## config.mk

```make
export PLATFORM = sky130hd
export DESIGN_NAME = sensor_moving_average_fault_monitor_unit_flat
export DESIGN_NICKNAME = d
export VERILOG_FILES = /design/src/rtl/smafm_pkg.sv /design/src/rtl/smafm_if.sv /design/src/rtl/sensor_moving_average_fault_monitor_unit.sv /design/src/rtl/smafm_div.sv /design/src/flat_wrapper.sv
export SDC_FILE = /design/constraint.sdc
export NUM_CORES = 1
export LEC_CHECK = 0
export BUFFER_PORTS_ARGS = -buffer_cell sky130_fd_sc_hd__buf_2
export CAP_MARGIN = 20
export CORE_UTILIZATION = 45
export CTS_CLUSTER_SIZE = 28
export DETAILED_ROUTE_END_ITERATION = 10
export GPL_ROUTABILITY_DRIVEN = 0
export PLACE_DENSITY = 0.64
export SLEW_MARGIN = 20
export SYNTH_ARGS = -nofsm -noshare
export SYNTH_HDL_FRONTEND = slang
export SYNTH_HIERARCHICAL = 1
export SYNTH_SLANG_ARGS = --single-unit
```

## constraint.sdc

```tcl
create_clock -name clock -period 5.5 [get_ports clock]
set_input_delay 0.275 -clock clock [delete_from_list [all_inputs] [get_ports clock]]
set_output_delay 0.275 -clock clock [all_outputs]
set_load 0.05 [all_outputs]
```

## src/rtl/smafm_pkg.sv

```systemverilog
// ----------------------------------------------------------------------------
// Sensor moving-average fault monitor package
// Shared widths, reset values, register indexes, state codes and the
// control bundle between the top level and the serial divider.
// ----------------------------------------------------------------------------
package smafm_pkg;

   localparam int WINDOW_DEFAULT = 5;
   localparam int SAMPLE_W       = 16;
   localparam int LIMIT_W        = 8;
   localparam int FAILS_W        = 8;
   localparam int PADDR_W        = 3;
   localparam int PDATA_W        = 32;
   localparam int CSR_IDX_W      = 1;

   localparam logic [LIMIT_W-1:0]   LIMIT_RESET       = 8'd5;
   localparam logic [FAILS_W-1:0]   FAILS_MAX         = 8'd255;
   localparam logic [CSR_IDX_W-1:0] CSR_FAILURE_LIMIT = 1'b0;

   typedef enum logic [2:0] {
      ST_IDLE,
      ST_SUB,
      ST_ADD,
      ST_START,
      ST_WAIT,
      ST_DONE
   } state_type;

   typedef struct packed {
      logic start;
      logic negative;
   } div_ctl_type;

endpackage

```

## src/rtl/smafm_if.sv

```systemverilog
// ----------------------------------------------------------------------------
// Sensor moving-average fault monitor channels
// Valid/ready channels for sensor readings and for monitor results.
// ----------------------------------------------------------------------------
interface smafm_req_if;
   logic                                 valid;
   logic                                 ready;
   logic                                 read_ok;
   logic signed [smafm_pkg::SAMPLE_W-1:0] sample;

   modport source (output valid, output read_ok, output sample, input ready);
   modport sink   (input valid, input read_ok, input sample, output ready);
endinterface

interface smafm_rsp_if;
   logic                                 valid;
   logic                                 ready;
   logic                                 average_valid;
   logic signed [smafm_pkg::SAMPLE_W-1:0] average;
   logic                                 sensor_fault;
   logic [smafm_pkg::FAILS_W-1:0]        failures_in_row;

   modport source (output valid, output average_valid, output average,
                   output sensor_fault, output failures_in_row, input ready);
   modport sink   (input valid, input average_valid, input average,
                   input sensor_fault, input failures_in_row, output ready);
endinterface

```

## src/rtl/sensor_moving_average_fault_monitor_unit.sv

```systemverilog
// ----------------------------------------------------------------------------
// Sensor moving-average fault monitor
// Keeps a ring of recent temperature samples and a running sum, and reports
// the truncated mean on good readings and a sticky fault after a run of
// failed readings.
// ----------------------------------------------------------------------------
// A successful reading passes through the SUB, ADD, START and WAIT states,
// where the bit-serial divider forms the mean, before DONE; a failed
// reading goes from IDLE straight to DONE.
// The next reading is taken only back in IDLE, which DONE enters once the
// output register is free.
// Synchronous reset clears the ring, the sum, the counters and the fault flag.
// ----------------------------------------------------------------------------
module sensor_moving_average_fault_monitor_unit #(
   parameter int WINDOW = smafm_pkg::WINDOW_DEFAULT
) (
   input  logic                             clock,
   input  logic                             reset,
   smafm_req_if.sink                        req_if,
   smafm_rsp_if.source                      rsp_if,
   input  logic                             psel,
   input  logic                             penable,
   input  logic                             pwrite,
   input  logic [smafm_pkg::PADDR_W-1:0]    paddr,
   input  logic [smafm_pkg::PDATA_W-1:0]    pwdata,
   output logic [smafm_pkg::PDATA_W-1:0]    prdata,
   output logic                             pready
);
   import smafm_pkg::*;

   localparam int SUM_W  = SAMPLE_W + $clog2(WINDOW);
   localparam int CNT_W  = $clog2(WINDOW + 1);
   localparam int SLOT_W = (WINDOW > 1) ? $clog2(WINDOW) : 1;
   localparam logic [SLOT_W-1:0] LAST_SLOT  = SLOT_W'(WINDOW - 1);
   localparam logic [CNT_W-1:0]  FULL_COUNT = CNT_W'(WINDOW);

   state_type                  state_ff, state_in;

   logic signed [SAMPLE_W-1:0] ring_ff [WINDOW];
   logic [SLOT_W-1:0]          slot_ff;
   logic [CNT_W-1:0]           filled_ff;
   logic [FAILS_W-1:0]         fails_ff;
   logic                       fault_ff;
   logic [LIMIT_W-1:0]         limit_ff;
   logic signed [SUM_W-1:0]    sum_ff;
   logic signed [SAMPLE_W-1:0] new_ff;
   logic signed [SAMPLE_W-1:0] old_ff;

   logic                       pend_avg_valid_ff;
   logic signed [SAMPLE_W-1:0] pend_avg_ff;
   logic                       pend_fault_ff;
   logic [FAILS_W-1:0]         pend_fails_ff;

   logic                       out_valid_ff;
   logic                       out_avg_valid_ff;
   logic signed [SAMPLE_W-1:0] out_avg_ff;
   logic                       out_fault_ff;
   logic [FAILS_W-1:0]         out_fails_ff;

   logic                       accept;
   logic                       load;
   logic [FAILS_W-1:0]         fails_in;
   logic                       fault_in;
   logic                       csr_write;
   logic [CSR_IDX_W-1:0]       csr_index;
   div_ctl_type                div_ctl;
   logic [SUM_W-1:0]           div_magnitude;
   logic                       div_done;
   logic signed [SAMPLE_W-1:0] div_quotient;

   assign accept    = req_if.valid && req_if.ready;
   assign fails_in  = (fails_ff == FAILS_MAX) ? fails_ff : fails_ff + 8'd1;
   assign fault_in  = fault_ff || (fails_in >= limit_ff);
   assign csr_index = paddr[PADDR_W-1:2];
   assign csr_write = psel && penable && pwrite && pready;

   always_comb begin
      state_in = state_ff;
      case (state_ff)
         ST_IDLE: begin
            if (accept) begin
               state_in = req_if.read_ok ? ST_SUB : ST_DONE;
            end
         end
         ST_SUB:   state_in = ST_ADD;
         ST_ADD:   state_in = ST_START;
         ST_START: state_in = ST_WAIT;
         ST_WAIT: begin
            if (div_done) begin
               state_in = ST_DONE;
            end
         end
         ST_DONE: begin
            if (!out_valid_ff || rsp_if.ready) begin
               state_in = ST_IDLE;
            end
         end
         default:  state_in = ST_IDLE;
      endcase
   end

   always_comb begin
      req_if.ready     = 1'b0;
      load             = 1'b0;
      div_ctl.start    = 1'b0;
      div_ctl.negative = sum_ff[SUM_W-1];
      div_magnitude    = sum_ff[SUM_W-1] ? SUM_W'(-sum_ff) : SUM_W'(sum_ff);
      case (state_ff)
         ST_IDLE:  req_if.ready  = 1'b1;
         ST_START: div_ctl.start = 1'b1;
         ST_DONE:  load          = !out_valid_ff || rsp_if.ready;
         default: begin
            req_if.ready = 1'b0;
         end
      endcase
   end

   always_ff @(posedge clock) begin
      if (reset) begin
         state_ff     <= ST_IDLE;
         slot_ff      <= '0;
         filled_ff    <= '0;
         fails_ff     <= '0;
         fault_ff     <= 1'b0;
         limit_ff     <= LIMIT_RESET;
         sum_ff       <= '0;
         out_valid_ff <= 1'b0;
         for (int i = 0; i < WINDOW; i++) begin
            ring_ff[i] <= '0;
         end
      end else begin
         state_ff <= state_in;
         if (csr_write && csr_index == CSR_FAILURE_LIMIT) begin
            limit_ff <= pwdata[LIMIT_W-1:0];
         end
         if (accept) begin
            if (req_if.read_ok) begin
               fails_ff        <= '0;
               fault_ff        <= 1'b0;
               ring_ff[slot_ff] <= req_if.sample;
               slot_ff         <= (slot_ff == LAST_SLOT) ? '0 : slot_ff + 1'b1;
               if (filled_ff != FULL_COUNT) begin
                  filled_ff <= filled_ff + 1'b1;
               end
            end else begin
               fails_ff <= fails_in;
               fault_ff <= fault_in;
            end
         end
         if (state_ff == ST_SUB) begin
            sum_ff <= sum_ff - SUM_W'(old_ff);
         end
         if (state_ff == ST_ADD) begin
            sum_ff <= sum_ff + SUM_W'(new_ff);
         end
         if (load) begin
            out_valid_ff <= 1'b1;
         end else if (rsp_if.ready) begin
            out_valid_ff <= 1'b0;
         end
      end
   end

   always_ff @(posedge clock) begin
      if (accept) begin
         new_ff            <= req_if.sample;
         old_ff            <= ring_ff[slot_ff];
         pend_avg_valid_ff <= req_if.read_ok;
         pend_avg_ff       <= '0;
         pend_fault_ff     <= req_if.read_ok ? 1'b0 : fault_in;
         pend_fails_ff     <= req_if.read_ok ? '0 : fails_in;
      end
      if (state_ff == ST_WAIT && div_done) begin
         pend_avg_ff <= div_quotient;
      end
      if (load) begin
         out_avg_valid_ff <= pend_avg_valid_ff;
         out_avg_ff       <= pend_avg_ff;
         out_fault_ff     <= pend_fault_ff;
         out_fails_ff     <= pend_fails_ff;
      end
   end

   smafm_div #(
      .SUM_W (SUM_W),
      .CNT_W (CNT_W)
   ) u_div (
      .clock     (clock),
      .reset     (reset),
      .ctl       (div_ctl),
      .magnitude (div_magnitude),
      .divisor   (filled_ff),
      .done      (div_done),
      .quotient  (div_quotient)
   );

   assign rsp_if.valid           = out_valid_ff;
   assign rsp_if.average_valid   = out_avg_valid_ff;
   assign rsp_if.average         = out_avg_ff;
   assign rsp_if.sensor_fault    = out_fault_ff;
   assign rsp_if.failures_in_row = out_fails_ff;

   assign pready = 1'b1;
   assign prdata = (csr_index == CSR_FAILURE_LIMIT) ? PDATA_W'(limit_ff) : '0;

endmodule

```

## src/rtl/smafm_div.sv

```systemverilog
// ----------------------------------------------------------------------------
// Serial signed divider
// Restoring division of a sum magnitude by the sample count, one quotient
// bit per cycle, with the sign applied to the truncated quotient.
// ----------------------------------------------------------------------------
module smafm_div #(
   parameter int SUM_W = 19,
   parameter int CNT_W = 3
) (
   input  logic                                  clock,
   input  logic                                  reset,
   input  smafm_pkg::div_ctl_type                ctl,
   input  logic [SUM_W-1:0]                      magnitude,
   input  logic [CNT_W-1:0]                      divisor,
   output logic                                  done,
   output logic signed [smafm_pkg::SAMPLE_W-1:0] quotient
);
   import smafm_pkg::*;

   localparam int BIT_W = $clog2(SUM_W + 1);
   localparam logic [BIT_W-1:0] BIT_COUNT = BIT_W'(SUM_W);
   localparam logic [BIT_W-1:0] BIT_LAST  = BIT_W'(1);

   logic                busy_ff, busy_in;
   logic                done_ff, done_in;
   logic [BIT_W-1:0]    bits_ff, bits_in;
   logic [CNT_W-1:0]    rem_ff, rem_in;
   logic [SUM_W-1:0]    quo_ff, quo_in;
   logic [CNT_W-1:0]    div_ff, div_in;
   logic                neg_ff, neg_in;

   logic [CNT_W:0]      shifted;
   logic [CNT_W:0]      diff;
   logic                take;
   logic [SAMPLE_W-1:0] quo_low;

   assign shifted = {rem_ff, quo_ff[SUM_W-1]};
   assign diff    = shifted - {1'b0, div_ff};
   assign take    = shifted >= {1'b0, div_ff};
   assign quo_low = quo_ff[SAMPLE_W-1:0];

   always_comb begin
      busy_in = busy_ff;
      done_in = 1'b0;
      bits_in = bits_ff;
      rem_in  = rem_ff;
      quo_in  = quo_ff;
      div_in  = div_ff;
      neg_in  = neg_ff;
      if (ctl.start) begin
         busy_in = 1'b1;
         bits_in = BIT_COUNT;
         rem_in  = '0;
         quo_in  = magnitude;
         div_in  = divisor;
         neg_in  = ctl.negative;
      end else if (busy_ff) begin
         rem_in  = take ? diff[CNT_W-1:0] : shifted[CNT_W-1:0];
         quo_in  = {quo_ff[SUM_W-2:0], take};
         bits_in = bits_ff - BIT_LAST;
         if (bits_ff == BIT_LAST) begin
            busy_in = 1'b0;
            done_in = 1'b1;
         end
      end
   end

   always_ff @(posedge clock) begin
      if (reset) begin
         busy_ff <= 1'b0;
         done_ff <= 1'b0;
         bits_ff <= '0;
      end else begin
         busy_ff <= busy_in;
         done_ff <= done_in;
         bits_ff <= bits_in;
      end
   end

   always_ff @(posedge clock) begin
      rem_ff <= rem_in;
      quo_ff <= quo_in;
      div_ff <= div_in;
      neg_ff <= neg_in;
   end

   assign done     = done_ff;
   assign quotient = neg_ff ? -quo_low : quo_low;

endmodule

```

## src/flat_wrapper.sv

```systemverilog
// flat-port wrapper written by rule: the top's interface ports become plain ports
module sensor_moving_average_fault_monitor_unit_flat import smafm_pkg::*;
#(
   parameter int WINDOW = smafm_pkg::WINDOW_DEFAULT
)
  (clock, reset, psel, penable, pwrite, paddr, pwdata, prdata, pready, req_if_valid, req_if_read_ok, req_if_sample, req_if_ready, rsp_if_valid, rsp_if_average_valid, rsp_if_average, rsp_if_sensor_fault, rsp_if_failures_in_row, rsp_if_ready);
  smafm_req_if req_if_i ();
  smafm_rsp_if rsp_if_i ();
  input  logic clock;
  input  logic reset;
  input  logic psel;
  input  logic penable;
  input  logic pwrite;
  input  logic [smafm_pkg::PADDR_W-1:0] paddr;
  input  logic [smafm_pkg::PDATA_W-1:0] pwdata;
  output logic [smafm_pkg::PDATA_W-1:0] prdata;
  output logic pready;
  input wire logic [$bits(req_if_i.valid)-1:0] req_if_valid;
  input wire logic [$bits(req_if_i.read_ok)-1:0] req_if_read_ok;
  input wire logic [$bits(req_if_i.sample)-1:0] req_if_sample;
  output wire logic [$bits(req_if_i.ready)-1:0] req_if_ready;
  output wire logic [$bits(rsp_if_i.valid)-1:0] rsp_if_valid;
  output wire logic [$bits(rsp_if_i.average_valid)-1:0] rsp_if_average_valid;
  output wire logic [$bits(rsp_if_i.average)-1:0] rsp_if_average;
  output wire logic [$bits(rsp_if_i.sensor_fault)-1:0] rsp_if_sensor_fault;
  output wire logic [$bits(rsp_if_i.failures_in_row)-1:0] rsp_if_failures_in_row;
  input wire logic [$bits(rsp_if_i.ready)-1:0] rsp_if_ready;
  assign req_if_i.valid = req_if_valid;
  assign req_if_i.read_ok = req_if_read_ok;
  assign req_if_i.sample = req_if_sample;
  assign req_if_ready = req_if_i.ready;
  assign rsp_if_valid = rsp_if_i.valid;
  assign rsp_if_average_valid = rsp_if_i.average_valid;
  assign rsp_if_average = rsp_if_i.average;
  assign rsp_if_sensor_fault = rsp_if_i.sensor_fault;
  assign rsp_if_failures_in_row = rsp_if_i.failures_in_row;
  assign rsp_if_i.ready = rsp_if_ready;
  sensor_moving_average_fault_monitor_unit #(.WINDOW(WINDOW)) u_core (.clock(clock), .reset(reset), .req_if(req_if_i), .rsp_if(rsp_if_i), .psel(psel), .penable(penable), .pwrite(pwrite), .paddr(paddr), .pwdata(pwdata), .prdata(prdata), .pready(pready));
endmodule
```

==> impl_metrics.prom <==
# TYPE chip_impl_metric gauge
chip_impl_metric{name="power.ir.vdd_worst",unit="V"} 0.0002585
chip_impl_metric{name="clock.fmax",unit="MHz"} 261.3
chip_impl_metric{name="syn2layout_area_growth",unit="%"} 13.20
chip_impl_metric{name="power.density",unit="mW/mm²"} 342.6
chip_impl_metric{name="vias_in_the_first_global_route",unit=""} 8606
chip_impl_metric{name="seq_power_share",unit="%"} 49.4
chip_impl_metric{name="maximum_number_of_pins_on_one_net_before_global_route_repair",unit=""} 60
chip_impl_metric{name="placement.io_buffers",unit=""} 68
chip_impl_metric{name="finalSetupViolations",unit=""} 0
chip_impl_metric{name="cp_data_arrival_time",unit="ps"} 4270
chip_impl_metric{name="tightest_slew",unit="ps"} 1076
chip_impl_info{name="synth_ff_type",value="sky130_fd_sc_hd__edfxtp_1"} 1
chip_impl_metric{name="drt_wl_total",unit="mm"} 28.88
chip_impl_metric{name="antenna_diode_count",unit=""} 0
chip_impl_info{name="layout.cells.most_common",value="sky130_fd_sc_hd__edfxtp_1"} 1
chip_impl_metric{name="cell_internal_pwr",unit="W"} 0.003877
chip_impl_metric{name="global_route.usage.total",unit="%"} 18.57
chip_impl_metric{name="dpl_worst_slack",unit="ps"} 1624
chip_impl_info{name="setup.worst_path.class",value="reg -> reg"} 1
chip_impl_metric{name="drt-vias-per-instance",unit=""} 5.397
chip_impl_metric{name="leakage",unit="nW"} 5.727
chip_impl_metric{name="ioPinCount",unit=""} 120
chip_impl_metric{name="synth_seq_area_share",unit="%"} 59.32
chip_impl_metric{name="dp_hpwl",unit="mm"} 18.19
chip_impl_metric{name="r2r_cells",unit=""} 13
chip_impl_metric{name="p_sw",unit="W"} 0.001469
chip_impl_metric{name="share_of_cells_above_drive_strength_1",unit="%"} 15.37
chip_impl_metric{name="die_height",unit="µm"} 177.0
chip_impl_metric{name="critPathMaxStageDelay",unit="ps"} 570
chip_impl_metric{name="core.rowCount",unit=""} 63
chip_impl_metric{name="cts-buffers-inserted",unit=""} 30
chip_impl_metric{name="drt-pass1-iter-count",unit=""} 5
chip_impl_metric{name="ys_ff_latch",unit=""} 291
chip_impl_metric{name="core_region_area",unit="mm²"} 0.02987
chip_impl_info{name="status",value="complete, no violations"} 1
chip_impl_info{name="timing.critical_path.slowest_stage_cell",value="sky130_fd_sc_hd__or4_4"} 1
chip_impl_metric{name="worstSetupPathDepth",unit=""} 13
chip_impl_metric{name="initial_antenna_violation_count",unit=""} 0
chip_impl_metric{name="yosys_warnings",unit=""} 6
chip_impl_metric{name="drc_errors",unit=""} 0
chip_impl_info{name="timing.hold.worst.class",value="in -> reg"} 1
chip_impl_metric{name="final_max_slew_viol_count",unit=""} 0
chip_impl_metric{name="share_comb_of_total_power",unit="%"} 15.6
chip_impl_info{name="worstSetupEndpointType",value="register"} 1
chip_impl_metric{name="dr.first_iter.drc_count",unit=""} 741
chip_impl_metric{name="cp_num_buf_inv",unit=""} 0
chip_impl_metric{name="cts_max_path_buffers",unit=""} 3
chip_impl_metric{name="area.sequential",unit="mm²"} 0.008178
chip_impl_metric{name="minimum_clock_period_after_layout",unit="ps"} 3828
chip_impl_metric{name="multi_input_comb_area",unit="mm²"} 0.005195
chip_impl_metric{name="fin_nets",unit=""} 1347
chip_impl_metric{name="clkPwrFrac",unit="%"} 35.0
chip_impl_metric{name="postSynth.asyncResetShare",unit="%"} 0
chip_impl_metric{name="grt_overflow",unit=""} 0
chip_impl_info{name="crit_path_start_kind",value="register"} 1
chip_impl_metric{name="clock_insertion_delay_worst_skew",unit="ps"} 560
chip_impl_metric{name="detailroute.via_count",unit=""} 8954
chip_impl_info{name="cp_cell_sequence",value="or4_4 -> or3_4 -> nor2_1 -> xor2_1 -> o21ai_1 -> ha_1 -> a21oi_1 -> o21ai_1 -> a31oi_1 -> o21ai_1 -> a211oi_2 -> mux2i_1 -> mux2_1"} 1
chip_impl_metric{name="post-route-worst-setup-slack",unit="ps"} 1672
chip_impl_metric{name="ant_nets",unit=""} 0
chip_impl_info{name="synth.largest_area_cell",value="sky130_fd_sc_hd__edfxtp_1"} 1
chip_impl_info{name="tritoncts_clock_tree",value="done"} 1
chip_impl_metric{name="worst-endpoint-required",unit="ps"} 5940
chip_impl_metric{name="slew-limit-headroom",unit="%"} 28.21
chip_impl_info{name="yosys-top-cells-area",value="sky130_fd_sc_hd__edfxtp_1 51%, sky130_fd_sc_hd__dfxtp_1 8.1%, sky130_fd_sc_hd__and2_1 4.5%, sky130_fd_sc_hd__ha_1 3.6%, sky130_fd_sc_hd__a22oi_1 3.5%"} 1
chip_impl_metric{name="die_w",unit="µm"} 177.0
chip_impl_info{name="cts-root-buf",value="sky130_fd_sc_hd__clkbuf_16"} 1
chip_impl_info{name="critical-path-top-delay-family",value="simple AND/OR/NAND/NOR gates"} 1
chip_impl_metric{name="clock-sinks",unit=""} 291
chip_impl_metric{name="detail_route.wl_per_cell",unit="µm"} 17.41
chip_impl_metric{name="synth_area_per_cell",unit="µm²"} 11.85
chip_impl_metric{name="final_min_period_over_clock_period",unit="%"} 69.59
chip_impl_metric{name="worstPathMaxFanout",unit=""} 7
chip_impl_metric{name="clk_transition_reported_paths",unit="ps"} 60
chip_impl_metric{name="power_switching_share",unit="%"} 27.47
chip_impl_info{name="crit_path_frequent_cell",value="sky130_fd_sc_hd__o21ai_1"} 1
chip_impl_metric{name="syn_inst",unit=""} 1163
chip_impl_info{name="most-common-layout-cells",value="235 x sky130_fd_sc_hd__edfxtp_1, 102 x sky130_fd_sc_hd__nand2_1, 99 x sky130_fd_sc_hd__and2_1"} 1
chip_impl_info{name="grt_setup_unrepaired",value="false"} 1
chip_impl_metric{name="num-fill-cells",unit=""} 2600
chip_impl_metric{name="synth_area",unit="mm²"} 0.01379
chip_impl_metric{name="floorplan.die_area",unit="mm²"} 0.03134
chip_impl_metric{name="synth_edf_count",unit=""} 235
chip_impl_metric{name="setup_total_negative_slack",unit="ps"} 0
chip_impl_metric{name="synth_cell_type_count",unit=""} 74
chip_impl_metric{name="finClkSkew",unit="ps"} 13.44
chip_impl_metric{name="post_cts.resized_instances",unit=""} 0
chip_impl_metric{name="clock_tree.htree_level_count",unit=""} 1
chip_impl_metric{name="synthDominantCellAreaShare",unit="%"} 51.19
chip_impl_metric{name="post-cts-setup-buffers",unit=""} 0
chip_impl_metric{name="initial_core_utilization",unit="%"} 46.14
chip_impl_metric{name="grt_first_pass_wirelength",unit="mm"} 45.66
chip_impl_metric{name="hold_violations",unit=""} 0
chip_impl_metric{name="post_cts_hold_buffer_count",unit=""} 19
chip_impl_metric{name="min_path_cells",unit=""} 1
chip_impl_metric{name="max-cap-violations",unit=""} 0
chip_impl_metric{name="timing.hold.ws",unit="ps"} 35.44
[layer usage]
| layer | vias to the layer above | wire length, µm | GRT usage (%) |
|---|---|---|---|
| li1 | 4373 | - | - |
| met1 | 4324 | 12750 | 23.81 |
| met2 | 203 | 14130 | 32.42 |
| met3 | 54 | 1162 | 2.234 |
| met4 | 0 | 832 | 6.142 |
| met5 | - | 0 | 0 |
[path summary, 6_finish.rpt]
path / from / end / slack [ps]
hold / removal: req_if_sample[10] / u_core/new_ff[10] / 40
setup reg to reg: u_core/old_ff[2] / u_core/sum_ff[18] / 1670
hold reg to reg: u_core/pend_avg_ff[11] / u_core/rsp_if.average[11] / 420
setup / recovery: u_core/old_ff[2] / u_core/sum_ff[18] / 1670
[stage by stage]
| stage | instances | area, µm² | util [%] | total power [W] |
|---|---|---|---|---|
| final | 1659 | 15610 | 52.23 | 0.005346 |
| after CTS | 1658 | 15590 | 52.20 | 0.005388 |
| after floorplan | 1186 | 13870 | - | 0.003307 |
| after global placement | 1584 | 14480 | 48.48 | 0.003490 |
| after detailed placement | 1584 | 14480 | 48.48 | 0.003509 |
| after global routing | 1659 | 15610 | 52.23 | 0.005582 |
[cell type report]
| cell class | instances | area share, % |
|---|---|---|
| Clock buffer | 37 | 5.180 |
| Multi-Input combinational cell | 778 | 33.29 |
| Timing Repair Buffer | 106 | 4.338 |
| Tap cell | 390 | 3.127 |
| Clock inverter | 18 | 0.7216 |
| Sequential cell | 291 | 52.41 |
| Inverter | 39 | 0.9381 |
[sequential cells by signal (all words and copies together), names as in the netlist, 5 cells and up]
| register | count |
|---|---|
| u_core/sum_ff | 19 |
| u_core/u_div/quo_ff | 19 |
| u_core/fails_ff | 8 |
| u_core/old_ff | 16 |
| u_core/limit_ff | 8 |
| u_core/rsp_if.failures_in_row | 8 |
| u_core/pend_avg_ff | 16 |
| u_core/pend_fails_ff | 8 |
| u_core/ring_ff | 128 |
| u_core/rsp_if.average | 16 |
| u_core/new_ff | 16 |
| u_core/u_div/bits_ff | 5 |
[kinds of logic after synthesis]
kind of cell	after synthesis	synth area share (%)
AND/OR/NAND/NOR	405	16.36
flip-flops	291	59.32
AO/OA/AOI/OAI	219	10.37
buffers and inverters	117	4.003
XOR/XNOR	59	3.748
adder cells (fa/ha/maj)	42	3.921
multiplexers	28	2.224
other	2	0.05448
[synth_stat cells (12+ instances only)]
master / count
sky130_fd_sc_hd__edfxtp_1: 235
sky130_fd_sc_hd__nand2_1: 102
sky130_fd_sc_hd__and2_1: 99
sky130_fd_sc_hd__a22oi_1: 64
sky130_fd_sc_hd__a21oi_1: 57
sky130_fd_sc_hd__dfxtp_1: 56
sky130_fd_sc_hd__nor2_1: 56
sky130_fd_sc_hd__xnor2_1: 41
sky130_fd_sc_hd__ha_1: 40
sky130_fd_sc_hd__o21ai_0: 39
sky130_fd_sc_hd__clkbuf_1: 38
sky130_fd_sc_hd__inv_1: 38
sky130_fd_sc_hd__buf_4: 26
sky130_fd_sc_hd__nand4_1: 26
sky130_fd_sc_hd__nor3_1: 23
sky130_fd_sc_hd__mux2_2: 20
sky130_fd_sc_hd__nand3_1: 19
sky130_fd_sc_hd__xor2_1: 18
sky130_fd_sc_hd__nand2b_1: 14
sky130_fd_sc_hd__buf_2: 12
[power by group through the flow]
stage	Clock [W]	Sequential (W)	Combinational (W)
finish	0.00187	0.00264	0.000831
global route	0.00199	0.00266	0.000930
CTS	0.00191	0.00264	0.000835
detailed placement	0	0.00269	0.000822
global placement	0	0.00268	0.000807
floorplan	0	0.00266	0.000645
No activity file was read; power rests on OpenSTA's default activity.
